**src/hdl/ihs_pkg.sv**
```systemverilog
// Shared constants and types for the inverse hyperbolic sine pipeline.
package ihs_pkg;
    localparam int FRAC_BITS_DEF = 16;
    localparam int WORD_W        = 32;
    localparam int RAD_W         = 64;
    localparam int SHIFT_W       = 5;
    localparam int SQRT_STEPS    = 32;
    localparam int LOG_BITS      = 32;
    localparam int LH_W          = 6;
    localparam logic [31:0] LN2_Q32 = 32'hB17217F8;

    // Sideband that travels with the radicand through the square-root stages.
    typedef struct packed {
        logic        neg;
        logic [SHIFT_W-1:0] k;
        logic [WORD_W-1:0]  ak;
    } t_side;
endpackage

```
**src/hdl/ihs_sqrt.sv**
```systemverilog
// Integer square root, one result bit per pipeline stage.
module ihs_sqrt (
    input  logic                       i_clk,
    input  logic                       i_rst_n,
    input  logic                       i_valid,
    input  logic [ihs_pkg::RAD_W-1:0]  i_rad,
    input  ihs_pkg::t_side             i_side,
    output logic                       o_valid,
    output logic [ihs_pkg::WORD_W-1:0] o_root,
    output ihs_pkg::t_side             o_side
);
    import ihs_pkg::*;

    logic             r_vld  [0:SQRT_STEPS];
    logic [RAD_W-1:0] r_v    [0:SQRT_STEPS];
    logic [RAD_W-1:0] r_r    [0:SQRT_STEPS];
    t_side            r_sd   [0:SQRT_STEPS];

    assign r_vld[0] = i_valid;
    assign r_v[0]   = i_rad;
    assign r_r[0]   = '0;
    assign r_sd[0]  = i_side;

    for (genvar g = 0; g < SQRT_STEPS; g++) begin : g_step
        localparam logic [RAD_W-1:0] BIT = RAD_W'(1) << (RAD_W - 2 - 2 * g);
        logic [RAD_W-1:0] n_trial;
        assign n_trial = r_r[g] + BIT;

        always_ff @(posedge i_clk) begin
            if (!i_rst_n) begin
                r_vld[g+1] <= 1'b0;
            end else begin
                r_vld[g+1] <= r_vld[g];
            end
            r_sd[g+1] <= r_sd[g];
            if (r_v[g] >= n_trial) begin
                r_v[g+1] <= r_v[g] - n_trial;
                r_r[g+1] <= (r_r[g] >> 1) + BIT;
            end else begin
                r_v[g+1] <= r_v[g];
                r_r[g+1] <= r_r[g] >> 1;
            end
        end
    end

    assign o_valid = r_vld[SQRT_STEPS];
    assign o_root  = r_r[SQRT_STEPS][WORD_W-1:0];
    assign o_side  = r_sd[SQRT_STEPS];
endmodule

```
**config.mk**
```make
export PLATFORM = sky130hd
export DESIGN_NAME = ihs_sqrt
export DESIGN_NICKNAME = d
export VERILOG_FILES = /design/src/hdl/ihs_pkg.sv /design/src/hdl/ihs_sqrt.sv
export SDC_FILE = /design/constraint.sdc
export NUM_CORES = 2
export LEC_CHECK = 0
export BUFFER_PORTS_ARGS = -buffer_cell sky130_fd_sc_hd__buf_2
export CAP_MARGIN = 10
export CORE_MARGIN = 4
export CORE_UTILIZATION = 60
export DETAILED_ROUTE_END_ITERATION = 10
export PLACE_DENSITY = 0.74
export SLEW_MARGIN = 10
export SYNTH_ARGS = -nofsm -noshare
export SYNTH_HDL_FRONTEND = slang
export SYNTH_SLANG_ARGS = --single-unit
export TNS_END_PERCENT = 50
```
**constraint.sdc**
```tcl
create_clock -name i_clk -period 9.74 [get_ports i_clk]
set_clock_uncertainty 0.15 [all_clocks]
set_input_delay 2.922 -clock i_clk [delete_from_list [all_inputs] [get_ports i_clk]]
set_output_delay 2.922 -clock i_clk [all_outputs]
set_load 0.02 [all_outputs]
```
# --- After elaboration in Yosys (flattened, before gate mapping) ---
# Cells that the tools add are included.
totals:
  out_inout_bits: 71
  register_bits: 5247
  word_cells: 409
classes:
  mux: 63
  addsub: 93
  order_cmp: 32
op_table:
  columns: ["cell", "count"]
  rows:
  - ["$ge 64x64->1", 31]
  - ["$mux 64", 31]
  - ["$mux 63", 31]
  - ["$sub 64x64->64", 30]
  - ["$add 63x11->64 const B", 1]
  - ["$add 63x13->64 const B", 1]
  - ["$add 63x15->64 const B", 1]
  - ["$add 63x17->64 const B", 1]
  - ["$add 63x19->64 const B", 1]
  - ["$add 63x21->64 const B", 1]
  - ["$add 63x23->64 const B", 1]
  - ["$add 63x25->64 const B", 1]
  - ["$add 63x27->64 const B", 1]
  - ["$add 63x29->64 const B", 1]
  - ["$add 63x3->64 const B", 1]
  - ["$add 63x31->64 const B", 1]
  - ["$add 63x33->64 const B", 1]
  - ["$add 63x35->64 const B", 1]
  - ["$add 63x37->64 const B", 1]
  - ["$add 63x39->64 const B", 1]
  - ["$add 63x41->64 const B", 1]
  - ["$add 63x43->64 const B", 1]
  - ["$add 63x45->64 const B", 1]
  - ["$add 63x47->64 const B", 1]
  - ["45 further kinds", 45]

# --- Logic depth before layout (Yosys ltp) ---
depth:
  word_depth: 3
  depth_mapped: 16

# --- Worst setup path after synthesis ---
# No wires, ideal clock.
synth_timing:
  kind: "input port to flip-flop"
  from: "in i_rad[63] in the netlist's numbering"
  to: "reg r_v[2047] in the netlist's numbering"
  n_path_buf: 0
  path_stages: 6
  t_arrival_ns: 4.123
  t_required_ns: 9.448
  setup_time_ns: 0.142
  slack_ns: 5.325
  path_cell_list: "inv_1 ha_1 nor4b_1 nand4_1 o41ai_1 a21oi_1"
synth_via:
  elab_chain_len: 2
  word_cells_on_any_way: 3
  classes_between: "add/sub: 1; order compare: 1; mux: 1"
synth_rtl:
  columns: ["element", "line", "rtl"]
  rows:
  - ["from (decl)", "ihs_sqrt.sv:6", "input logic [ihs_pkg::RAD_W-1:0] i_rad,"]
  - ["$sub 64x63->64 / $ge 64x63->1 (equally long branches)", "ihs_sqrt.sv:37, ihs_sqrt.sv:36", null]
  - ["$mux 64 (*)", "ihs_sqrt.sv:36", "if (r_v[g] >= n_trial) begin"]
  - ["to (signal, indexed assignment)", "ihs_sqrt.sv:37", "r_v[g+1] <= r_v[g] - n_trial;"]
  - ["to (signal, indexed assignment)", "ihs_sqrt.sv:40", "r_v[g+1] <= r_v[g];"]
  - ["to (decl)", "ihs_sqrt.sv:15", "logic [RAD_W-1:0] r_v [0:SQRT_STEPS];"]
# Mark *: on every way between the ends. The rest lies on a longest branch, timed or not.
# A chain may end at the register's enable or synchronous reset.

# --- Worst setup path after layout ---
layout_timing:
  from: "reg r_r[218] in the netlist's numbering"
  to: "reg r_v[185] in the netlist's numbering"
layout_via:
  elab_chain_len: 3
  word_cells_on_any_way: 4
  classes_between: "add/sub: 2; order compare: 1; mux: 1"
layout_rtl:
  columns: ["element", "line", "rtl"]
  rows:
  - ["from (decl)", "ihs_sqrt.sv:16", "logic [RAD_W-1:0] r_r [0:SQRT_STEPS];"]
  - ["from (signal, indexed assignment)", "ihs_sqrt.sv:38", "r_r[g+1] <= (r_r[g] >> 1) + BIT;"]
  - ["from (signal, indexed assignment)", "ihs_sqrt.sv:41", "r_r[g+1] <= r_r[g] >> 1;"]
  - ["$add 64x5->64 (*)", "ihs_sqrt.sv:27", "assign n_trial = r_r[g] + BIT;"]
  - ["$sub 64x64->64 / $ge 64x64->1 (equally long branches)", "ihs_sqrt.sv:37, ihs_sqrt.sv:36", null]
  - ["$mux 64 (*)", "ihs_sqrt.sv:36", null]
# Marked as above.

==> results.yml <==
floorplanning:
  ios: 176
  die_y_um: 455.8
  dieArea_sq_mm: 0.2077
  start_util: 0.6025
  rows: 164
  die_x_um: 455.8
  core_area_sq_mm: 0.1997
pwr:
  switching_share: 0.2920
  p_clk_frac: 0.339
  irDropWorstVdd_mv: 0.2695
  internal_power_mw: 30.03
  leakagePower_nw: 61.67
  powerDensity_mw_per_mm2: 311.1
  combPwrFrac: 0.185
  seq_power_share: 0.476
  power_switching_mw: 12.38
synth:
  synthCells: 10830
  async_flop_share: 0
  syn_avg_cell_area_sq_um: 11.11
  ys_seq_area_frac: 0.6257
  yosys_warnings: 0
  ys_types: 92
  syn_nets: 11490
  ys.flop_type: "dfxtp_1"
  synth_edf_count: 0
  ys_ff_latch: 3760
  netlist_area_sq_mm: 0.1203
sta:
  worstMarginPinSlew_ps: 1301
  rsz0062_at_grt: "false"
  whs_ps: 136.7
  period_minus_slack_ps: 5315
  setup_ws_ps: 4425
  maxSlewHeadroom: 0.1245
  slew_viol_final: 0
  max_freq_ghz: 0.1881
  setup_viol: 0
  fin_crit_sh: 0.5457
  hold_viol_final: 0
  tns_ps: 0
setup_path:
  reg2regPathDepth: 13
  cp-end-kind: "flop"
  required_ps: 10480
  worst_setup_path_start_kind: "flop"
  path_max_fanout: 48
  worstPathArrival_ps: 6050
  crit_chain: "inv_1, ha_1, nand4_1, or3_1, nand4b_1, a21oi_1, and4b_2, and2_1, inv_2, o211ai_2, nor3_2, nor3b_1, xor2_1"
  crit_buf_inv: 2
  max_stage_delay_ps: 750
  rrSetupSlack_ps: 4430
  critPathKind: "flop to flop"
  r2r-start: "r_r[218]"
  critPathTopFamily: "simple AND/OR/NAND/NOR gates"
  r2r_end: "r_v[185]"
  critPathSlowestCell: "inv_2"
route:
  wl_per_cell_um: 20.15
  via_count: 77210
  drc_errors: 0
  ant_nets: 0
  viasPerCell: 5.453
  dr.pass1.iters: 6
  wirelength_um: 285200
  drt_iter0_drc: 4488
finish:
  regArea_sq_mm: 0.07527
  multi_input_area_sq_mm: 0.04139
  nets: 11830
  final_util: 0.6828
  postLayoutCellArea_sq_mm: 0.1363
  fillCellCount: 14720
  syn2layout_area_growth_pct: 13.32
  drive_gt1_frac: 0.08346
placed_design:
  io_buffer_count: 175
  place_area_sq_mm: 0.1237
  gp_congestion: 0.9904
  place_ws_ps: 4435
  dp_hpwl_um: 214600
grt:
  antenna_found_initial: 13
  grt_overflow: 0
  grt_usage: 0.2659
  grt_max_degree: 64
  grt_pass1_vias: 78550
  grt_pass1_wl_um: 434700
cts:
  post_cts_buffers: 0
  cts_resized: 0
  cts_sinks: 3760
  cts_hold_buf: 0
  clk_pin_slew_ps: 60
  cts_buffer_depth: 4
  clk_latency_ps: 970
  cts_buffers: 364
  clk_root_buffer_cell: "clkbuf_16"
  cts_tree: "yes"
  htree_levels: 5
job:
  cap_violations: 0
min_path:
  hp-start: "r_sd[858]"
  hold_path.class: "flop to flop"
  holdPathEnd: "r_sd[820]"
  whs_path_depth: 0
outcome:
  status: "complete, no violations"
==> power groups by stage <==
stage	combinational (mW)	sequential, mW	clock (mW)
after floorplan	5.93	19.5	0
after global placement	7.59	20.4	0
after detailed placement	7.72	20.4	0
after CTS	7.79	20.1	14.7
after global routing	8.66	20.4	15.3
final	7.85	20.2	14.4
==> state kept, by name, indices dropped and copies added (netlist names) <==
name / flops
o_valid: 1
r_sd: 1178
r_vld: 31
o_side: 38
r_r: 496
r_v: 1984
o_root: 32
==> stage by stage <==
stage               std cells  power (mW)
floorplan               10830       25.43
global placement        13460       27.99
detailed placement      13460       28.17
CTS                     14100       42.59
global route            14160       44.36
finish                  14160       42.41
==> cells in the mapped netlist, types with 38 or more instances <==
master / number / area, sq um
o21ai_0: 396 / 1982
nor4_1: 340 / 2127
nand2_1: 554 / 2079
xnor2_1: 450 / 3941
xor2_1: 436 / 3819
nand2b_1: 124 / 775.7
and2_1: 58 / 362.9
or3_1: 109 / 681.9
or4_1: 77 / 578.1
inv_1: 707 / 2654
ha_1: 558 / 6982
a211oi_1: 39 / 292.8
buf_4: 38 / 285.3
a21oi_1: 652 / 3263
nor2_1: 650 / 2440
o21bai_1: 51 / 382.9
a21o_1: 218 / 1637
mux2_2: 87 / 979.7
and3_1: 40 / 250.2
nand4_1: 150 / 938.4
o31ai_1: 42 / 315.3
or2_2: 41 / 256.5
nor3_1: 277 / 1386
clkbuf_1: 165 / 619.3
nand3_1: 151 / 755.7
dfxtp_1: 3760 / 75270
nor2b_1: 75 / 469.2
o21a_1: 102 / 765.7
==> routing by layer <==
layer	vias to the layer above	share of wire	global-route usage
li1	37810	-	-
met1	36370	0.36	0.2658
met2	2137	0.52	0.4948
met3	886	0.041	0.04237
met4	2	0.083	0.1969
met5	-	0.000046	0
==> layout make-up <==
class                           instances  share of cell area
Inverter                              708             0.01949
Multi-Input combinational cell       6132              0.3036
Antenna cell                           59            0.001083
Clock inverter                        131             0.01413
Clock buffer                          509             0.07722
Timing Repair Buffer                  202            0.007912
Sequential cell                      3760              0.5522
Tap cell                             2656             0.02438
==> placed cells by master (no fill, tap or decap), types with 35 or more instances in the layout <==
cell type / count
a21o_1: 218
ha_1: 558
or3_1: 109
a31oi_1: 35
inv_1: 707
clkbuf_1: 60
a211oi_1: 39
diode_2: 59
nand2b_1: 124
or4_1: 77
nor4_1: 339
bufinv_16: 43
clkinv_2: 42
nand3_1: 150
dfxtp_1: 3760
clkbuf_16: 366
o31ai_1: 42
clkbuf_8: 83
or2_2: 41
xnor2_1: 450
o21bai_1: 51
nor2_1: 649
nor2b_1: 74
buf_2: 175
and3_1: 40
mux2_2: 87
o21a_1: 102
nand2_1: 554
a21oi_1: 652
and2_1: 58
xor2_1: 436
o21ai_0: 396
nor3_1: 276
nand4_1: 150
nor4b_1: 36
==> worst max path at each step <==
stage	endpoint	slack, ps	cells past startpoint	from
6_report	r_v[185]	4430	13	r_r[218]
5_1_grt	r_v[185]	4070	13	r_r[218]
4_1_cts	r_v[185]	4430	13	r_r[218]
3_5_place_dp	r_v[185]	4440	13	r_r[218]
3_3_place_gp	r_v[185]	4550	13	r_r[219]
2_1_floorplan	r_v[2047]	5320	6	i_rad[63]
==> cells by family (layout without fill, tap and decap cells) <==
family / Yosys count / after routing / synth area share
mux: 98 / 98 / 0.009059
compound gates: 1786 / 1786 / 0.09156
other cells: 0 / 59 / 0
fa+ha+maj: 558 / 558 / 0.05804
xor+xnor: 886 / 886 / 0.06451
simple gates: 2804 / 2804 / 0.1204
flops: 3760 / 3760 / 0.6257
buf+inv: 936 / 1550 / 0.03069
Power figures use the tool's default switching activity.
