--- src/hdl/ihs_pkg.sv ---
// Shared constants and types for the inverse hyperbolic sine pipeline.
package ihs_pkg;
    localparam int FRAC_BITS_DEF = 16;
    localparam int WORD_W        = 32;
    localparam int RAD_W         = 64;
    localparam int SHIFT_W       = 5;
    localparam int SQRT_STEPS    = 32;
    localparam int LOG_BITS      = 32;
    localparam int LH_W          = 6;
    localparam logic [31:0] LN2_Q32 = 32'hB17217F8;

    // Sideband that travels with the radicand through the square-root stages.
    typedef struct packed {
        logic        neg;
        logic [SHIFT_W-1:0] k;
        logic [WORD_W-1:0]  ak;
    } t_side;
endpackage

--- src/hdl/ihs_front.sv ---
// Front end: magnitude, radicand x*x + 1 and its even normalizing shift.
module ihs_front #(
    parameter int FRAC_BITS = ihs_pkg::FRAC_BITS_DEF
) (
    input  logic                      i_clk,
    input  logic                      i_rst_n,
    input  logic                      i_valid,
    input  logic [ihs_pkg::WORD_W-1:0] i_arg,
    output logic                      o_valid,
    output logic [ihs_pkg::RAD_W-1:0]  o_rad,
    output ihs_pkg::t_side            o_side
);
    import ihs_pkg::*;

    localparam logic [RAD_W-1:0] ONE_SQ = RAD_W'(1) << (2 * FRAC_BITS);

    logic [3:0]              r_vld;
    logic [WORD_W-1:0]       r_a1, r_a2, r_a3;
    logic                    r_neg1, r_neg2, r_neg3, r_neg4;
    logic [RAD_W-1:0]        r_rad2, r_rad3, r_rad4;
    logic [SHIFT_W-1:0]      r_k3, r_k4;
    logic [WORD_W-1:0]       r_ak4;
    logic [SHIFT_W:0]        n_cnt;
    logic                    n_found;

    // Count leading all-zero bit pairs of the radicand.
    always_comb begin
        n_cnt   = '0;
        n_found = 1'b0;
        for (int j = 0; j < RAD_W / 2; j++) begin
            if (!n_found) begin
                if (r_rad2[RAD_W-1-2*j -: 2] == 2'b00) begin
                    n_cnt = n_cnt + 1'b1;
                end else begin
                    n_found = 1'b1;
                end
            end
        end
    end

    always_ff @(posedge i_clk) begin
        if (!i_rst_n) begin
            r_vld <= '0;
        end else begin
            r_vld <= {r_vld[2:0], i_valid};
        end
        r_neg1 <= i_arg[WORD_W-1];
        r_a1   <= i_arg[WORD_W-1] ? (~i_arg + 1'b1) : i_arg;

        r_neg2 <= r_neg1;
        r_a2   <= r_a1;
        r_rad2 <= RAD_W'(r_a1) * RAD_W'(r_a1) + ONE_SQ;

        r_neg3 <= r_neg2;
        r_a3   <= r_a2;
        r_rad3 <= r_rad2;
        r_k3   <= n_cnt[SHIFT_W-1:0];

        r_neg4 <= r_neg3;
        r_k4   <= r_k3;
        r_rad4 <= r_rad3 << {r_k3, 1'b0};
        r_ak4  <= r_a3 << r_k3;
    end

    assign o_valid     = r_vld[3];
    assign o_rad       = r_rad4;
    assign o_side.neg  = r_neg4;
    assign o_side.k    = r_k4;
    assign o_side.ak   = r_ak4;
endmodule

--- config.mk ---
export PLATFORM = sky130hd
export DESIGN_NAME = ihs_front
export DESIGN_NICKNAME = d
export VERILOG_FILES = /design/src/hdl/ihs_pkg.sv /design/src/hdl/ihs_front.sv
export SDC_FILE = /design/constraint.sdc
export NUM_CORES = 2
export LEC_CHECK = 0
export ABC_AREA = 0
export BUFFER_PORTS_ARGS = -buffer_cell sky130_fd_sc_hd__buf_4
export CELL_PAD_IN_SITES_DETAIL_PLACEMENT = 1
export CELL_PAD_IN_SITES_GLOBAL_PLACEMENT = 1
export CORE_ASPECT_RATIO = 1.4
export CORE_MARGIN = 2
export CORE_UTILIZATION = 40
export CTS_CLUSTER_SIZE = 8
export DETAILED_ROUTE_END_ITERATION = 16
export PLACE_DENSITY_LB_ADDON = 0.1
export SETUP_SLACK_MARGIN = 0.5
export SYNTH_ARGS = -nofsm -noshare
export SYNTH_HDL_FRONTEND = slang
export SYNTH_SLANG_ARGS = --single-unit
--- constraint.sdc ---
create_clock -name i_clk -period 36.3 [get_ports i_clk]
set_clock_uncertainty 0.2 [all_clocks]
set_input_delay 1.815 -clock i_clk [delete_from_list [all_inputs] [get_ports i_clk]]
set_output_delay 1.815 -clock i_clk [all_outputs]
set_load 0.03 [all_outputs]
# Word level (Yosys, flattened, before mapping)
# Index checks and enable logic that the tools add are counted.
# word_totals
regBits	338
out_inout_bits	103
wordCells	209
# classes
n_addsub	33
multipliers	1
n_shift	2
muxes	125
bitwise_logic	1
reduce_logical	32
# op_table
operator	n
5-bit two-way mux	60
5-bit by 1-bit adder with 5-bit output (second input constant)	29
64-bit by 33-bit adder with 64-bit output (second input constant)	1
2-bit zero test	32
32-bit by 32-bit multiplier with 64-bit output	1
64-bit by 6-bit left shift with 64-bit output	1
1-bit two-way mux	62
32-bit by 1-bit adder with 32-bit output (second input constant)	1
32-bit NOT	1
32-bit by 5-bit left shift with 32-bit output	1
31-bit two-way mux	1
2-bit two-way mux	2
2-bit by 1-bit adder with 3-bit output (second input constant)	1
1-bit by 1-bit adder with 2-bit output (second input constant)	1

# Longest topological paths before layout
# depth
ltp_word	95
ltp_mapped	68
depth_no_buf	68

# Worst setup path before layout
# OpenSTA, ideal clock, no wires.
# synth_timing
path_kind	flip-flop to flip-flop
startpoint	reg r_rad2[63]
endpoint	reg r_k3[4]
arrival_time_ps	12149
required_time_ps	35970
slack_ps	23822
stages_incl_launch_ff	67
n_path_buf	1
path_cell_list	dfxtp_1 -> or4_4 -> buf_6 -> inv_2 -> ha_1 -> nor2_1 -> nor2_1 -> ha_1 -> nand3_1 -> o2bb2ai_1 -> a21oi_1 -> mux2_2 -> ha_1 -> a2111o_1 -> a31oi_1 -> o211ai_1 -> o211a_1 -> ha_1 -> (+31 left out) -> ha_1 -> o21ai_0 -> nand2_1 -> o211ai_1 -> o21ai_0 -> inv_1 -> a21oi_1 -> ha_1 -> mux2_2 -> ha_1 -> inv_1 -> a21oi_1 -> ha_1 -> nor2b_1 -> nand2_1 -> a211o_1 -> xor2_1 -> xnor3_1
# synth_between
elab_chain_len	95
# synth_lines
element	line	rtl
from (decl)	ihs_front.sv:20	logic [RAD_W-1:0] r_rad2, r_rad3, r_rad4;
from (signal assigned)	ihs_front.sv:52	r_rad2 <= RAD_W'(r_a1) * RAD_W'(r_a1) + ONE_SQ;
2-bit zero test *	ihs_front.sv:32	if (r_rad2[RAD_W-1-2*j -: 2] == 2'b00) begin
1-bit two-way mux	ihs_front.sv:32	
1-bit by 1-bit adder with 2-bit output	ihs_front.sv:33	n_cnt = n_cnt + 1'b1;
2-bit two-way mux	ihs_front.sv:32	
2-bit two-way mux	ihs_front.sv:31	if (!n_found) begin
2-bit by 1-bit adder with 3-bit output	ihs_front.sv:33	
5-bit two-way mux	ihs_front.sv:32	
5-bit two-way mux	ihs_front.sv:31	
(+80 left out)	-	
5-bit two-way mux	ihs_front.sv:31	
5-bit by 1-bit adder with 5-bit output	ihs_front.sv:33	
5-bit two-way mux	ihs_front.sv:32	
5-bit two-way mux	ihs_front.sv:31	
5-bit by 1-bit adder with 5-bit output	ihs_front.sv:33	
5-bit two-way mux	ihs_front.sv:32	
5-bit two-way mux *	ihs_front.sv:31	
net n_cnt[4]	ihs_front.sv:23	logic [SHIFT_W:0] n_cnt;
to (signal assigned)	ihs_front.sv:57	r_k3 <= n_cnt[SHIFT_W-1:0];
to (decl)	ihs_front.sv:21	logic [SHIFT_W-1:0] r_k3, r_k4;
# Mark *: on every way through the listed nets, which the timed path passes. The rest lies on a longest branch.
# A chain may end at the register's enable or synchronous reset.

# Worst setup path after layout
# layout_timing
startpoint	reg r_rad2[59]
endpoint	reg r_k3[4]
# layout_between
elab_chain_len	90
# layout_lines
element	line
2-bit zero test *	ihs_front.sv:32
5-bit two-way mux	ihs_front.sv:32
5-bit two-way mux	ihs_front.sv:31
5-bit by 1-bit adder with 5-bit output	ihs_front.sv:33
5-bit two-way mux	ihs_front.sv:32
5-bit two-way mux	ihs_front.sv:31
5-bit by 1-bit adder with 5-bit output	ihs_front.sv:33
5-bit two-way mux	ihs_front.sv:32
(+75 left out)	-
5-bit two-way mux	ihs_front.sv:31
5-bit by 1-bit adder with 5-bit output	ihs_front.sv:33
5-bit two-way mux	ihs_front.sv:32
5-bit two-way mux	ihs_front.sv:31
5-bit by 1-bit adder with 5-bit output	ihs_front.sv:33
5-bit two-way mux	ihs_front.sv:32
5-bit two-way mux *	ihs_front.sv:31
net n_cnt[4]	ihs_front.sv:23
# Marked as above.

==> results.json <==
{
  "hold_viol": 0,
  "busiest_layer": "met2",
  "cp_max_fo": 5,
  "io_buffers": 136,
  "synth_top_area_share": 0.372,
  "nNetsFinal": 5818,
  "cp-startpoint": "r_rad2[59]",
  "antenna_found_initial": 7,
  "postSynthCellCount": 4599,
  "die_h_um": 393,
  "rows": 142,
  "areaGrowthSynthToFinish_pct": 9.01,
  "grt_overflow_total": 0,
  "syn_avg_cell_area_um2": 9.42,
  "htree_num_levels": 2,
  "period_share": 0.384,
  "critPathKind": "register to register",
  "cts_buffer_depth": 3,
  "drc": 0,
  "dr_total_vias": 31200,
  "maxCapViolations": 0,
  "wl_mm": 139,
  "gr-usage-met1": 0.307,
  "start_kind": "register",
  "final_common_cell": "inv_1",
  "grt_use_met2": 0.481,
  "hp-class": "register to register",
  "place.gp.congestion": 0.902,
  "slowest_stage": "o31ai_1",
  "start_util": 0.404,
  "wl_per_cell_um": 22.7,
  "place_hpwl_mm": 109,
  "yosys.area.top_type": "fa_1",
  "instances_no_fill": 6111,
  "cts_buffers": 49,
  "end_kind": "register",
  "timing.rr.start": "r_rad2[59]",
  "grt_pass1_vias": 35600,
  "finish.utilization": 0.441,
  "core_mm2": 0.107,
  "min_delay_path_depth": 0,
  "max_freq_mhz": 71.8,
  "synth-edff-count": 0,
  "syn_area_mm2": 0.0433,
  "setup_viol": 0,
  "ctsResizeCount": 0,
  "cp.arrival_ps": 14220,
  "clkTransAtPathRegs_ps": 60,
  "synth-seq-cells": 332,
  "rr_worst_depth": 66,
  "critPathMaxStageDelay_ps": 560,
  "slew-limit-headroom": 0.256,
  "setup_tns_ps": 0,
  "outcome": "completed",
  "gr-usage-met3": 0.0144,
  "worst_pin_slew_ps": 1110,
  "clock_sinks": 332,
  "layout_min_cycle_time_ps": 13930,
  "cp_common_cell": "ha_1",
  "yosysSeqAreaShare": 0.153,
  "dp.cells": 6048,
  "ioPinCount": 138,
  "yosys-top-cells-area": "fa_1 (37%), dfxtp_1 (15%), ha_1 (9.2%)",
  "synth_ff_type": "dfxtp_1",
  "ctsHoldBuffers": 0,
  "cp_data_required_time_ps": 36590,
  "hold_start": "r_a2[26]",
  "yosys_warnings": 0,
  "synth_cell_type_count": 88,
  "clockRootBuffer": "clkbuf_16",
  "rsz0062_at_grt": "false",
  "clock_latency_ps": 630,
  "drv_slew": 0,
  "groute.usage.overall": 0.257,
  "final_cell_mix": "inv_1 (1033), fa_1 (804), nand2_1 (437)",
  "synthArstFlopShare": 0,
  "tritoncts": "yes",
  "antenna_left": 0,
  "grt_start_max_net_pins": 77,
  "drt_iter0_markers": 1459,
  "cts_setup_buffers": 0,
  "viasPerCell": 5.11,
  "dr.pass1.iters": 6,
  "die_w_um": 282,
  "drive_gt1_frac": 0.0804,
  "grt_pass1_wl_mm": 214,
  "dieArea_mm2": 0.111,
  "synth_nets": 5758
}
synth_stat cells (all sizes together), types with 5 or more instances:
| cell type | count |
|---|---|
| nand4 | 10 |
| or4 | 9 |
| and3 | 8 |
| dfxtp | 332 |
| fa | 804 |
| nand3 | 31 |
| clkinv | 6 |
| a21oi | 155 |
| a211oi | 32 |
| xor2 | 39 |
| and2 | 250 |
| o21bai | 14 |
| ha | 320 |
| nor3 | 18 |
| inv | 1041 |
| and4 | 6 |
| clkbuf | 148 |
| nand2 | 438 |
| mux4 | 30 |
| a31o | 6 |
| nor2 | 236 |
| buf | 29 |
| or3 | 13 |
| o21ai | 126 |
| o31ai | 16 |
| nand2b | 10 |
| xnor2 | 116 |
| nor3b | 7 |
| o211ai | 14 |
| a311oi | 8 |
| o21a | 12 |
| nor4 | 19 |
| o22ai | 23 |
| mux2i | 96 |
| or2 | 18 |
| a31oi | 8 |
| mux2 | 38 |
| a21o | 33 |
| maj3 | 5 |
| nor2b | 28 |
state kept, by name, summed over array words and instances (netlist names), 4 cells and up:
signal	flops
r_vld	4
r_rad3	63
r_a3	31
r_a2	31
r_ak4	32
r_rad2	63
r_k4	5
r_k3	5
r_a1	32
o_rad	62
routing by layer:
layer  wire, um  share of wire  vias up
li1           -              -    14200
met1      55800           0.40    16300
met2      74300           0.53      508
met3       3420          0.025      208
met4       5490          0.039        0
met5          0              0        -
final cells by class:
type                            count  area [um^2]
Sequential cell                   332         6660
Timing Repair Buffer              186         1400
Clock buffer                       52         1250
Inverter                         1047         3930
Tap cell                         1440         1800
Clock inverter                      7          130
Fill cell                       12300        59900
Antenna cell                        4         10.0
Multi-Input combinational cell   3043        32000
worst paths after layout:
check / end / slack (ps)
setup / recovery: r_k3[4] / 22370
hold / removal: r_a3[26] / 100
setup reg to reg: r_k3[4] / 22370
hold reg to reg: r_a3[26] / 100
metrics by stage:
step	hold slack [ps]	setup slack [ps]	cell area (um^2)
5_1_grt	124	21170	47200
3_3_place_gp	110	22510	45800
3_5_place_dp	113	22380	45800
4_1_cts	99.0	22340	47200
6_report	103	22370	47200
2_1_floorplan	110	23820	43300
kinds of logic after synthesis:
group	synth area share
buffers and inverters	0.107
adder cells (fa/ha/maj)	0.465
AND/OR/NAND/NOR	0.122
AO/OA/AOI/OAI	0.0684
flip-flops	0.153
multiplexers	0.0480
XOR/XNOR	0.0360
other	0.0000866
critical path: cells and delay by family (launching register included):
kind                       cells  cell delay, ps
adders and majority gates     15            4420
AOI/OAI and AO/OA             25            4800
DFF                            1             370
xor gates and xnor gates       2             500
buffers and inverters          3             280
muxes                          7            1800
and+or+nand+nor               14            1410
Power is left out: the tool's default activity adds up to more than one toggle a clock period on the data nets, which glitch-free logic cannot reach.
