[src/hdl/ihs_pkg.sv]
// Shared constants and types for the inverse hyperbolic sine pipeline.
package ihs_pkg;
    localparam int FRAC_BITS_DEF = 16;
    localparam int WORD_W        = 32;
    localparam int RAD_W         = 64;
    localparam int SHIFT_W       = 5;
    localparam int SQRT_STEPS    = 32;
    localparam int LOG_BITS      = 32;
    localparam int LH_W          = 6;
    localparam logic [31:0] LN2_Q32 = 32'hB17217F8;

    // Sideband that travels with the radicand through the square-root stages.
    typedef struct packed {
        logic        neg;
        logic [SHIFT_W-1:0] k;
        logic [WORD_W-1:0]  ak;
    } t_side;
endpackage

[src/hdl/ihs_back.sv]
// Back end: scale by ln 2, round, saturate and restore the sign.
module ihs_back #(
    parameter int FRAC_BITS = ihs_pkg::FRAC_BITS_DEF
) (
    input  logic                         i_clk,
    input  logic                         i_rst_n,
    input  logic                         i_valid,
    input  logic                         i_neg,
    input  logic [ihs_pkg::LH_W-1:0]     i_lh,
    input  logic [ihs_pkg::LOG_BITS-1:0] i_frac,
    output logic                         o_valid,
    output logic [ihs_pkg::WORD_W-1:0]   o_value
);
    import ihs_pkg::*;

    localparam int PH_W = LH_W + 32;
    localparam logic [63:0] HALF = 64'(1) << (31 - FRAC_BITS);

    logic [2:0]        r_vld;
    logic              r_neg1, r_neg2;
    logic [PH_W-1:0]   r_ph;
    logic [63:0]       r_pl;
    logic [63:0]       r_mag;
    logic [WORD_W-1:0] r_out;
    logic [63:0]       n_t, n_mag;
    logic [WORD_W-1:0] n_sat;

    always_comb begin
        n_t   = 64'(r_ph) + (r_pl >> 32);
        n_mag = (n_t + HALF) >> (32 - FRAC_BITS);
        n_sat = (|r_mag[63:WORD_W-1]) ? {1'b0, {(WORD_W-1){1'b1}}} : r_mag[WORD_W-1:0];
    end

    always_ff @(posedge i_clk) begin
        if (!i_rst_n) begin
            r_vld <= '0;
        end else begin
            r_vld <= {r_vld[1:0], i_valid};
        end
        r_neg1 <= i_neg;
        r_ph   <= PH_W'(i_lh) * PH_W'(LN2_Q32);
        r_pl   <= 64'(i_frac) * 64'(LN2_Q32);

        r_neg2 <= r_neg1;
        r_mag  <= n_mag;

        r_out  <= r_neg2 ? (~n_sat + 1'b1) : n_sat;
    end

    assign o_valid = r_vld[2];
    assign o_value = r_out;
endmodule
[config.mk]
export PLATFORM = sky130hd
export DESIGN_NAME = ihs_back
export DESIGN_NICKNAME = d
export VERILOG_FILES = /design/src/hdl/ihs_pkg.sv /design/src/hdl/ihs_back.sv
export SDC_FILE = /design/constraint.sdc
export NUM_CORES = 1
export LEC_CHECK = 0
export BUFFER_PORTS_ARGS = -buffer_cell sky130_fd_sc_hd__buf_2
export CAP_MARGIN = 30
export CORE_MARGIN = 1.5
export CORE_UTILIZATION = 60
export CTS_CLUSTER_SIZE = 20
export DETAILED_ROUTE_END_ITERATION = 10
export GPL_ROUTABILITY_DRIVEN = 0
export GPL_TIMING_DRIVEN = 1
export MAX_ROUTING_LAYER = met4
export PLACE_DENSITY = 0.73
export SETUP_SLACK_MARGIN = 0.02
export SLEW_MARGIN = 40
export SYNTH_ARGS = -nofsm -noshare
export SYNTH_HDL_FRONTEND = slang
export SYNTH_SLANG_ARGS = --single-unit
[constraint.sdc]
create_clock -name i_clk -period 19.6 [get_ports i_clk]
set_input_delay 3.92 -clock i_clk [delete_from_list [all_inputs] [get_ports i_clk]]
set_output_delay 3.92 -clock i_clk [all_outputs]
set_load 0.05 [all_outputs]
# == After elaboration in Yosys (flattened, before gate mapping) ==
# Cells that the tools add are included.
# totals
ff_bits,181
in_bits,42
output_inout_bits,33
wordCells,16
# op_classes
add_sub_neg,3
mul,2
muxes,2
bitwise,1
n_reduce_logical,1
# ops
op,count
2-to-1 mux 32 bit,2
"multiplier 32 x 29 -> 61 bit, second input constant",1
"adder 39 x 16 -> 40 bit, second input constant",1
adder 38 x 32 -> 39 bit,1
"multiplier 6 x 29 -> 35 bit, second input constant",1
"adder 32 x 1 -> 32 bit, second input constant",1
inverter 32 bit,1
OR reduction 17 bit,1

# == Longest topological paths before layout ==
# Gate-level depths: netlist (run 1).
# logic_depth
depth_word,5
mapped_depth,24
depth_no_buf,24

# == Worst setup path after synthesis (run 1) ==
# Ideal clock, no wire load.
# synth_timing
path_type,input -> register
start,input i_frac[25] (netlist bit)
end,register r_pl[57]
setup_ns,0.095
arrival_ns,10.507
t_required_ns,19.505
slack_ns,8.997
stages,24
path_buffers,0
path_cell_list,inv_1 -> fa_1 -> inv_1 -> fa_1 -> fa_1 -> inv_1 -> fa_1 -> inv_1 -> fa_1 -> fa_1 -> fa_1 -> inv_1 -> fa_1 -> inv_1 -> ha_1 -> and4_1 -> and2_4 -> nand3_4 -> nor4_4 -> a211oi_2 -> a2111oi_2 -> o21ai_1 -> a211o_1 -> o311ai_1
# synth_between
elab_chain_cells,1
# synth_rtl
element,line_no,source
start: declaration,ihs_back.sv:10,"input logic [ihs_pkg::LOG_BITS-1:0] i_frac,"
multiplier 32 x 29 -> 61 bit,ihs_back.sv:42,r_pl <= 64'(i_frac) * 64'(LN2_Q32);
end signal: assignment,ihs_back.sv:42,
end: declaration,ihs_back.sv:22,logic [63:0] r_pl;
# Every way passes these cells.
# A chain may end at the register's enable or synchronous reset.

# == Worst setup path in the final report (run 1) ==
# layout_timing
start,input i_frac[15] (netlist bit)
end,register r_pl[60]
# The elaborated chain is that of the path after synthesis.

==> results of run 1 <==
layout make-up:
type / count / area (um2) / area share (%)
Multi-Input combinational cell: 1524 / 17800 / 73.8
Clock inverter: 14 / 150 / 0.622
Tap cell: 504 / 631 / 2.61
Sequential cell: 124 / 2480 / 10.3
Clock buffer: 18 / 439 / 1.82
Timing Repair Buffer: 74 / 370 / 1.53
Inverter: 599 / 2250 / 9.31
flip-flops by register name (all words and copies together) (netlist names):
signal,flops
r_mag,23
r_pl,29
r_vld,3
r_neg1,1
r_ph,35
r_neg2,1
o_value,32
path summary, 6_finish.rpt:
kind,from,to,depth (start not counted)
max,i_frac[15],r_pl[60]$_DFF_P_,25
min,r_neg1$_DFF_P_,r_neg2$_DFF_P_,0
max reg2reg,r_ph[10]$_DFF_P_,r_mag[21]$_DFF_P_,11
min reg2reg,r_neg1$_DFF_P_,r_neg2$_DFF_P_,0
synth_stat cells (3+ instances only):
library cell  number
inv_1            599
ha_1             454
fa_1             387
dfxtp_1          124
a21oi_1           89
nand2_1           71
xnor2_1           66
nor2_1            58
a21o_1            53
o21ai_0           50
nand3_1           30
xor2_1            27
nor3_1            19
o21a_1            18
o21bai_1          18
a211oi_1          14
nand4_1           14
nand2b_1          13
and3_1            11
and2_1            10
clkbuf_1          10
o211ai_1          10
nor2b_1            9
a31oi_1            8
o2111ai_1          8
and4_1             6
a21boi_0           5
o21ai_1            5
o41ai_1            4
or3_1              4
a2111oi_0          3
a211o_1            3
a311oi_1           3
a31o_2             3
o311ai_1           3
o31a_1             3
worst max-delay path, delay by kind of cell:
kind	cells	cell delay, ns
AOI/OAI and AO/OA	8	1.93
xor gates and xnor gates	1	0.16
buffers and inverters	7	0.94
adders and majority gates	9	4.45
kinds of logic after synthesis:
group / after synthesis / synth area share, %
adder cells (fa/ha/maj): 841 / 59.4
buffers and inverters: 610 / 10.1
AO/OA/AOI/OAI: 328 / 9.95
AND/OR/NAND/NOR: 260 / 5.81
flip-flops: 124 / 11.0
XOR/XNOR: 93 / 3.60
multiplexers: 2 / 0.0886
through the flow:
stage	hold WS [ns]	std cells	worst slack [ns]	util [%]
2_1_floorplan	0.310	2258	9.00	-
3_3_place_gp	0.337	2825	8.16	63.9
3_5_place_dp	0.312	2825	8.12	63.9
4_1_cts	0.343	2857	8.54	65.5
5_1_grt	0.363	2857	8.17	65.5
6_report	0.343	2857	8.48	65.5
per-layer routing:
layer	part of all wire (%)	up-vias	wire length (um)
li1	-	7404	-
met1	45	7854	23900
met2	47	475	25300
met3	6.1	62	3280
met4	2.1	0	1110
met5	0	-	0
==> impl_metrics.tcl, run 1 <==
set metrics [dict create \
    status "finished, final reports clean" \
    post_cts_buffers 0 \
    met3_usage_pct 3.98 \
    hold_buffers 0 \
    r2r_slack_ns 16.38 \
    core_region_area_um2 36900 \
    worst_slew_pin_slew_ns 0.736 \
    die_area_um2 38800 \
    slowest_stage "fa_1" \
    cts_tree "yes" \
    cp.required_ns 19.89 \
    cp-start-kind "primary input" \
    worstSkewPairLatency_ns 0.42 \
    clockBufferDepth 2 \
    final_cell_mix "599 x inv_1, 454 x ha_1, 387 x fa_1, 124 x dfxtp_1, 89 x a21oi_1" \
    die_y_um 197 \
    ant_nets 0 \
    clock-sinks 124 \
    fin_nets 3223 \
    crit_arrival_ns 11.41 \
    dieWidth_um 197 \
    port_buffers 74 \
    ys.flop_type "dfxtp_1" \
    ys_ff_latch 124 \
    synth_area_um2 22600 \
    design_area_um2 24100 \
    synth_enable_flop_cells 0 \
    initial_core_util_pct 61.3 \
    async_flop_share_pct 0 \
    fillCellCount 2923 \
    synthCells 2258 \
    yosys.area.top_type "fa_1" \
    slowest_delay_ns 0.66 \
    fmax_ghz 0.0899 \
    overflow 0 \
    path_class "primary input to flip-flop" \
    hp-class "flip-flop to flip-flop" \
    avgSynthCellArea_um2 10.0 \
    crit_top_cell "fa_1" \
    diodes 0 \
    grt_util_met2_pct 48.1 \
    netlist_top_cells_area "fa_1 34%, ha_1 25%, dfxtp_1 11%" \
    tns_ns 0 \
    relSlewSlack_pct 50.8 \
    final_common_cell "inv_1" \
    grt_pass1_vias 16600 \
    ys_warn_count 0 \
    grt_max_degree 27 \
    skew_ns 0.0128 \
    place_area_um2 23600 \
    areaGrowthSynthToFinish_pct 6.85 \
    viasPerCell 5.53 \
    remaining_drc_errors 0 \
    grt_usage_pct 30.1 \
    maxCapViolCount 0 \
    ios 75 \
    antenna_found_initial 0 \
    cp-end-kind "flip-flop" \
    grt_pass1_wl_mm 87.3 \
    syn_nets 3141 \
    routedWlPerCell_um 18.8 \
    cts_buffers 17 \
    clkTransAtPathRegs_ns 0.06 \
    drt-total-wl_mm 53.6 \
    synth_top_area_share_pct 34.3 \
    drt_iter0_drc 945 \
    hpwlAfterDp_mm 47.5 \
    synthDistinctLibCells 72 \
    h-tree-depth 4 \
    slew_viol_final 0 \
    use_met1_pct 41.3 \
    dr.pass1.iters 5 \
    seq_area_frac_synth_pct 11.0 \
    rows 70 \
    root_buffer "clkbuf_16" \
    min_period_ns 11.12 \
    setup_viol 0 \
    vias 15800 \
    top_usage_layer "met2" \
    hold_viol_final 0 \
    drive_gt1_share_pct 5.52 \
    worstPathMaxFanout 6 \
    fin_crit_sh_pct 56.7 \
    rsz0062_at_grt "no" \
    cts_resized 0 \
]
Power of run 1 is not shown: default switching activity piles up to over one toggle a cycle in this logic, so the estimate is an artifact.
==> run 2: changes to the inputs <==
clock period = 11.3 ns   (was 19.6 ns; I/O delays follow)
==> impl_metrics.tcl, run 2 (same netlist as run 1, synthesis figures left out) <==
set metrics [dict create \
    root_buffer "clkbuf_16" \
    grt_pass1_vias 16700 \
    post_cts_buffers 0 \
    worst_slew_pin_slew_ns 0.750 \
    cts_resized 0 \
    setup_viol 0 \
    routedWlPerCell_um 18.7 \
    worstPathMaxFanout 6 \
    hpwlAfterDp_mm 47.6 \
    cp-end-kind "flip-flop" \
    antenna_found_initial 0 \
    fillCellCount 2948 \
    cts_buffers 17 \
    worstSkewPairLatency_ns 0.42 \
    fmax_ghz 0.106 \
    clock-sinks 124 \
    viasPerCell 5.54 \
    final_common_cell "inv_1" \
    ant_nets 0 \
    fin_crit_sh_pct 83.3 \
    path_class "primary input to flip-flop" \
    die_area_um2 38800 \
    final_cell_mix "599 x inv_1, 454 x ha_1, 387 x fa_1, 124 x dfxtp_1, 89 x a21oi_1" \
    areaGrowthSynthToFinish_pct 6.86 \
    clockBufferDepth 2 \
    tns_ns 0 \
    place_area_um2 23600 \
    skew_ns 0.00883 \
    crit_arrival_ns 9.71 \
    min_period_ns 9.42 \
    dieWidth_um 197 \
    cp.required_ns 11.59 \
    dr.pass1.iters 5 \
    relSlewSlack_pct 49.9 \
    fin_nets 3223 \
    remaining_drc_errors 0 \
    largest_reg_flops 35 \
    grt_max_degree 27 \
    rows 70 \
    hp-class "flip-flop to flip-flop" \
    maxCapViolCount 0 \
    overflow 0 \
    register_area_um2 2480 \
    port_buffers 74 \
    ios 75 \
    status "finished, final reports clean" \
    utilization_pct 65.5 \
    rsz0062_at_grt "no" \
    h-tree-depth 4 \
    drt-total-wl_mm 53.5 \
    core_region_area_um2 36900 \
    hold_buffers 0 \
    drt_iter0_drc 909 \
    design_area_um2 24100 \
    die_y_um 197 \
    cp-start-kind "primary input" \
    grt_usage_pct 30.1 \
    regMostFlops "r_ph" \
    clkTransAtPathRegs_ns 0.06 \
    vias 15800 \
    cts_tree "yes" \
    diodes 0 \
    drive_gt1_share_pct 5.52 \
    hold_viol_final 0 \
    multi_input_area_um2 17800 \
    slew_viol_final 0 \
    grt_pass1_wl_mm 87.0 \
    initial_core_util_pct 61.3 \
]
## run 2: cell types whose count changed in the layout (fill, tap and decap cells not counted), sizes merged
cell    delta
inv        -2
clkinv     +2
## run 2: layer usage
metal  up-vias  global-route usage (%)  routed length [um]
li1       7411                       -                   -
met1      7896                    40.1               23500
met2       447                    48.2               25300
met3        72                    4.92                3350
met4         0                    7.63                1340
met5         -                       -                   0
## run 2: layout make-up
class / instances / share of cell area [%]
well taps: 504 / 2.61
flip-flops and latches: 124 / 10.3
inverters: 599 / 9.31
multi-input cells: 1524 / 73.8
clock buffers: 18 / 1.82
clock inverters: 14 / 0.632
repair buffers: 74 / 1.53
## run 2: critical path: stages
cell and delay [ns]:
buf_2 0.27, inv_1 0.30, fa_1 0.65, inv_1 0.09
fa_1 0.47, fa_1 0.51, inv_1 0.05, fa_1 0.50
inv_1 0.05, fa_1 0.52, fa_1 0.44, fa_1 0.55
inv_1 0.05, fa_1 0.50, inv_1 0.06, ha_1 0.36
a21oi_1 0.20, o211ai_1 0.12, a211oi_1 0.29, o21ai_0 0.21
o31a_1 0.38, a2bb2oi_2 0.20, a21oi_1 0.33, o21ai_0 0.18
xor2_1 0.16
## run 2: final timing paths
check | start | endpoint | slack, ns | depth (start not counted)
worst min register to register | r_neg1$_DFF_P_ | r_neg2$_DFF_P_ | 0.35 | 0
worst min-delay path | r_neg1$_DFF_P_ | r_neg2$_DFF_P_ | 0.35 | 0
worst max-delay path | i_frac[16] | r_pl[60]$_DFF_P_ | 1.88 | 25
worst max register to register | r_ph[10]$_DFF_P_ | r_mag[21]$_DFF_P_ | 8.07 | 11
## run 2: through the flow
stage,hold WS [ns],std cells,setup slack (ns)
5_1_grt,0.356,2857,1.41
2_1_floorplan,0.310,2258,2.36
4_1_cts,0.351,2857,1.89
3_5_place_dp,0.320,2825,1.45
6_report,0.351,2857,1.88
3_3_place_gp,0.337,2825,1.51
Power of run 2 is left out for the same reason.
==> run 3: changes to the inputs <==
CORE_UTILIZATION = 59   (was 60)
PLACE_DENSITY = 0.75   (was 0.73)
clock period = 8 ns   (was 11.3 ns; I/O delays follow)
==> impl_metrics.tcl, run 3 (same netlist as run 1, synthesis figures left out) <==
set metrics [dict create \
    r2r-start "r_ph[10]$_DFF_P_" \
    remaining_drc_errors 0 \
    largest_reg_flops 35 \
    status "finished with violations" \
    cp-end-kind "flip-flop" \
    maxCapViolCount 0 \
    grt_max_degree 27 \
    ant_nets 0 \
    antenna_found_initial 1 \
    core_region_area_um2 37700 \
    violations "setup timing" \
    cts_tree "yes" \
    root_buffer "clkbuf_16" \
    h-tree-depth 4 \
    min_path_cells 0 \
    min_to "r_neg2$_DFF_P_" \
    drt-total-wl_mm 60.5 \
    fin_nets 3511 \
    worstSkewPairLatency_ns 0.42 \
    r2r-end "r_mag[15]$_DFF_P_" \
    dieWidth_um 199 \
    utilization_pct 72.1 \
    hold_buffers 0 \
    setup_ws_ns -0.147 \
    grt_usage_pct 31.3 \
    tns_ns -0.961 \
    areaGrowthSynthToFinish_pct 20.2 \
    clkTransAtPathRegs_ns 0.06 \
    worstRegToRegCells 11 \
    cts_buffers 17 \
    drive_gt1_share_pct 21.1 \
    cp-start-kind "primary input" \
    relSlewSlack_pct 51.3 \
    clock-sinks 124 \
    drt_iter0_drc 1111 \
    grt_pass1_vias 18000 \
    viasPerCell 5.50 \
    skew_ns 0.0102 \
    vias 17300 \
    slew_viol_final 0 \
    hpwlAfterDp_mm 50.1 \
    hp-start "r_neg1$_DFF_P_" \
    initial_core_util_pct 60.0 \
    hold_viol_final 0 \
    rows 71 \
    rsz0062_at_grt "yes" \
    r2r_slack_ns 4.78 \
    worst_slew_pin_slew_ns 0.730 \
    die_area_um2 39500 \
    min_period_ns 8.15 \
    cp.required_ns 8.30 \
    regMostFlops "r_ph" \
    dr.pass1.iters 5 \
    worstPathMaxFanout 5 \
    ios 75 \
    final_common_cell "inv_1" \
    clockBufferDepth 2 \
    final_cell_mix "543 x inv_1, 429 x ha_1, 371 x fa_1, 277 x buf_4, 124 x dfxtp_1" \
    fillCellCount 2587 \
    overflow 0 \
    setup_viol 14 \
    path_class "primary input to flip-flop" \
    fin_crit_sh_pct 102 \
    grt_pass1_wl_mm 91.0 \
    crit_arrival_ns 8.45 \
    routedWlPerCell_um 19.2 \
    die_y_um 199 \
    port_buffers 74 \
    fmax_ghz 0.123 \
    hp-class "flip-flop to flip-flop" \
]
[run 3: cell count changes in the layout (fill, tap and decap cells not counted), moves of 17 or more]
cell / change
inv_2: +38
buf_4: +277
inv_1: -56
ha_4: +23
ha_1: -25
clkinvlp_4: +17
[run 3: critical path: stages]
cell and delay [ns]:
buf_6 0.08, clkinvlp_4 0.14, buf_4 0.17, fa_1 0.50, inv_2 0.12, fa_2 0.46, fa_1 0.49, inv_1 0.05
fa_1 0.50, inv_1 0.05, fa_1 0.46, fa_1 0.49, fa_1 0.51, inv_1 0.07, fa_1 0.50, inv_2 0.05
ha_4 0.29, buf_4 0.12, nand4_1 0.24, nor4_4 0.37, a211oi_4 0.15, buf_12 0.16, a2111oi_4 0.38, o21ai_2 0.13
a31o_1 0.23, xnor2_2 0.14
[run 3: how the worst max path moves through the flow]
| stage | startpoint | endpoint | slack (ns) | cells past startpoint |
|---|---|---|---|---|
| floorplan | i_frac[27] | r_pl[56]$_DFF_P_ | 0.02 | 23 |
| global placement | i_frac[12] | r_pl[55]$_DFF_P_ | -0.45 | 26 |
| detailed placement | i_frac[26] | r_pl[62]$_DFF_P_ | -0.65 | 23 |
| CTS | i_frac[22] | r_pl[53]$_DFF_P_ | -0.09 | 28 |
| global route | i_frac[26] | r_pl[53]$_DFF_P_ | -0.32 | 27 |
| finish | i_frac[26] | r_pl[61]$_DFF_P_ | -0.15 | 26 |
[run 3: area by class of cell]
class / count / area (um2) / area share [%]
Inverter: 599 / 2310 / 8.52
Timing Repair Buffer: 362 / 2650 / 9.77
Sequential cell: 124 / 2480 / 9.14
Antenna cell: 2 / 5.00 / 0.0184
Tap cell: 511 / 639 / 2.35
Multi-Input combinational cell: 1524 / 18500 / 68.0
Clock inverter: 15 / 174 / 0.640
Clock buffer: 17 / 425 / 1.57
[run 3: per-layer routing]
layer,GRT usage (%),share of wire [%]
met1,38.8,40
met2,51.0,49
met5,-,0
met3,5.92,7.3
met4,11.8,4.1
[run 3: metrics by stage]
stage | std cells | area (um2) | hold WS, ns | setup slack [ns]
2_1_floorplan | 2258 | 22900 | 0.310 | 0.0218
3_3_place_gp | 3053 | 25500 | 0.333 | -0.452
6_report | 3154 | 27200 | 0.337 | -0.147
3_5_place_dp | 3053 | 25500 | 0.319 | -0.651
5_1_grt | 3154 | 27200 | 0.335 | -0.317
4_1_cts | 3116 | 26500 | 0.334 | -0.0886
[run 3: repair_timing]
action,4_1_cts,5_1_grt
setup endpoints to repair,16,25
setup buffers,33,36
pin swaps,53,114
gates resized for setup,51,104
hold endpoints to repair,0,0
gates cloned,0,0
Power of run 3 is left out for the same reason.
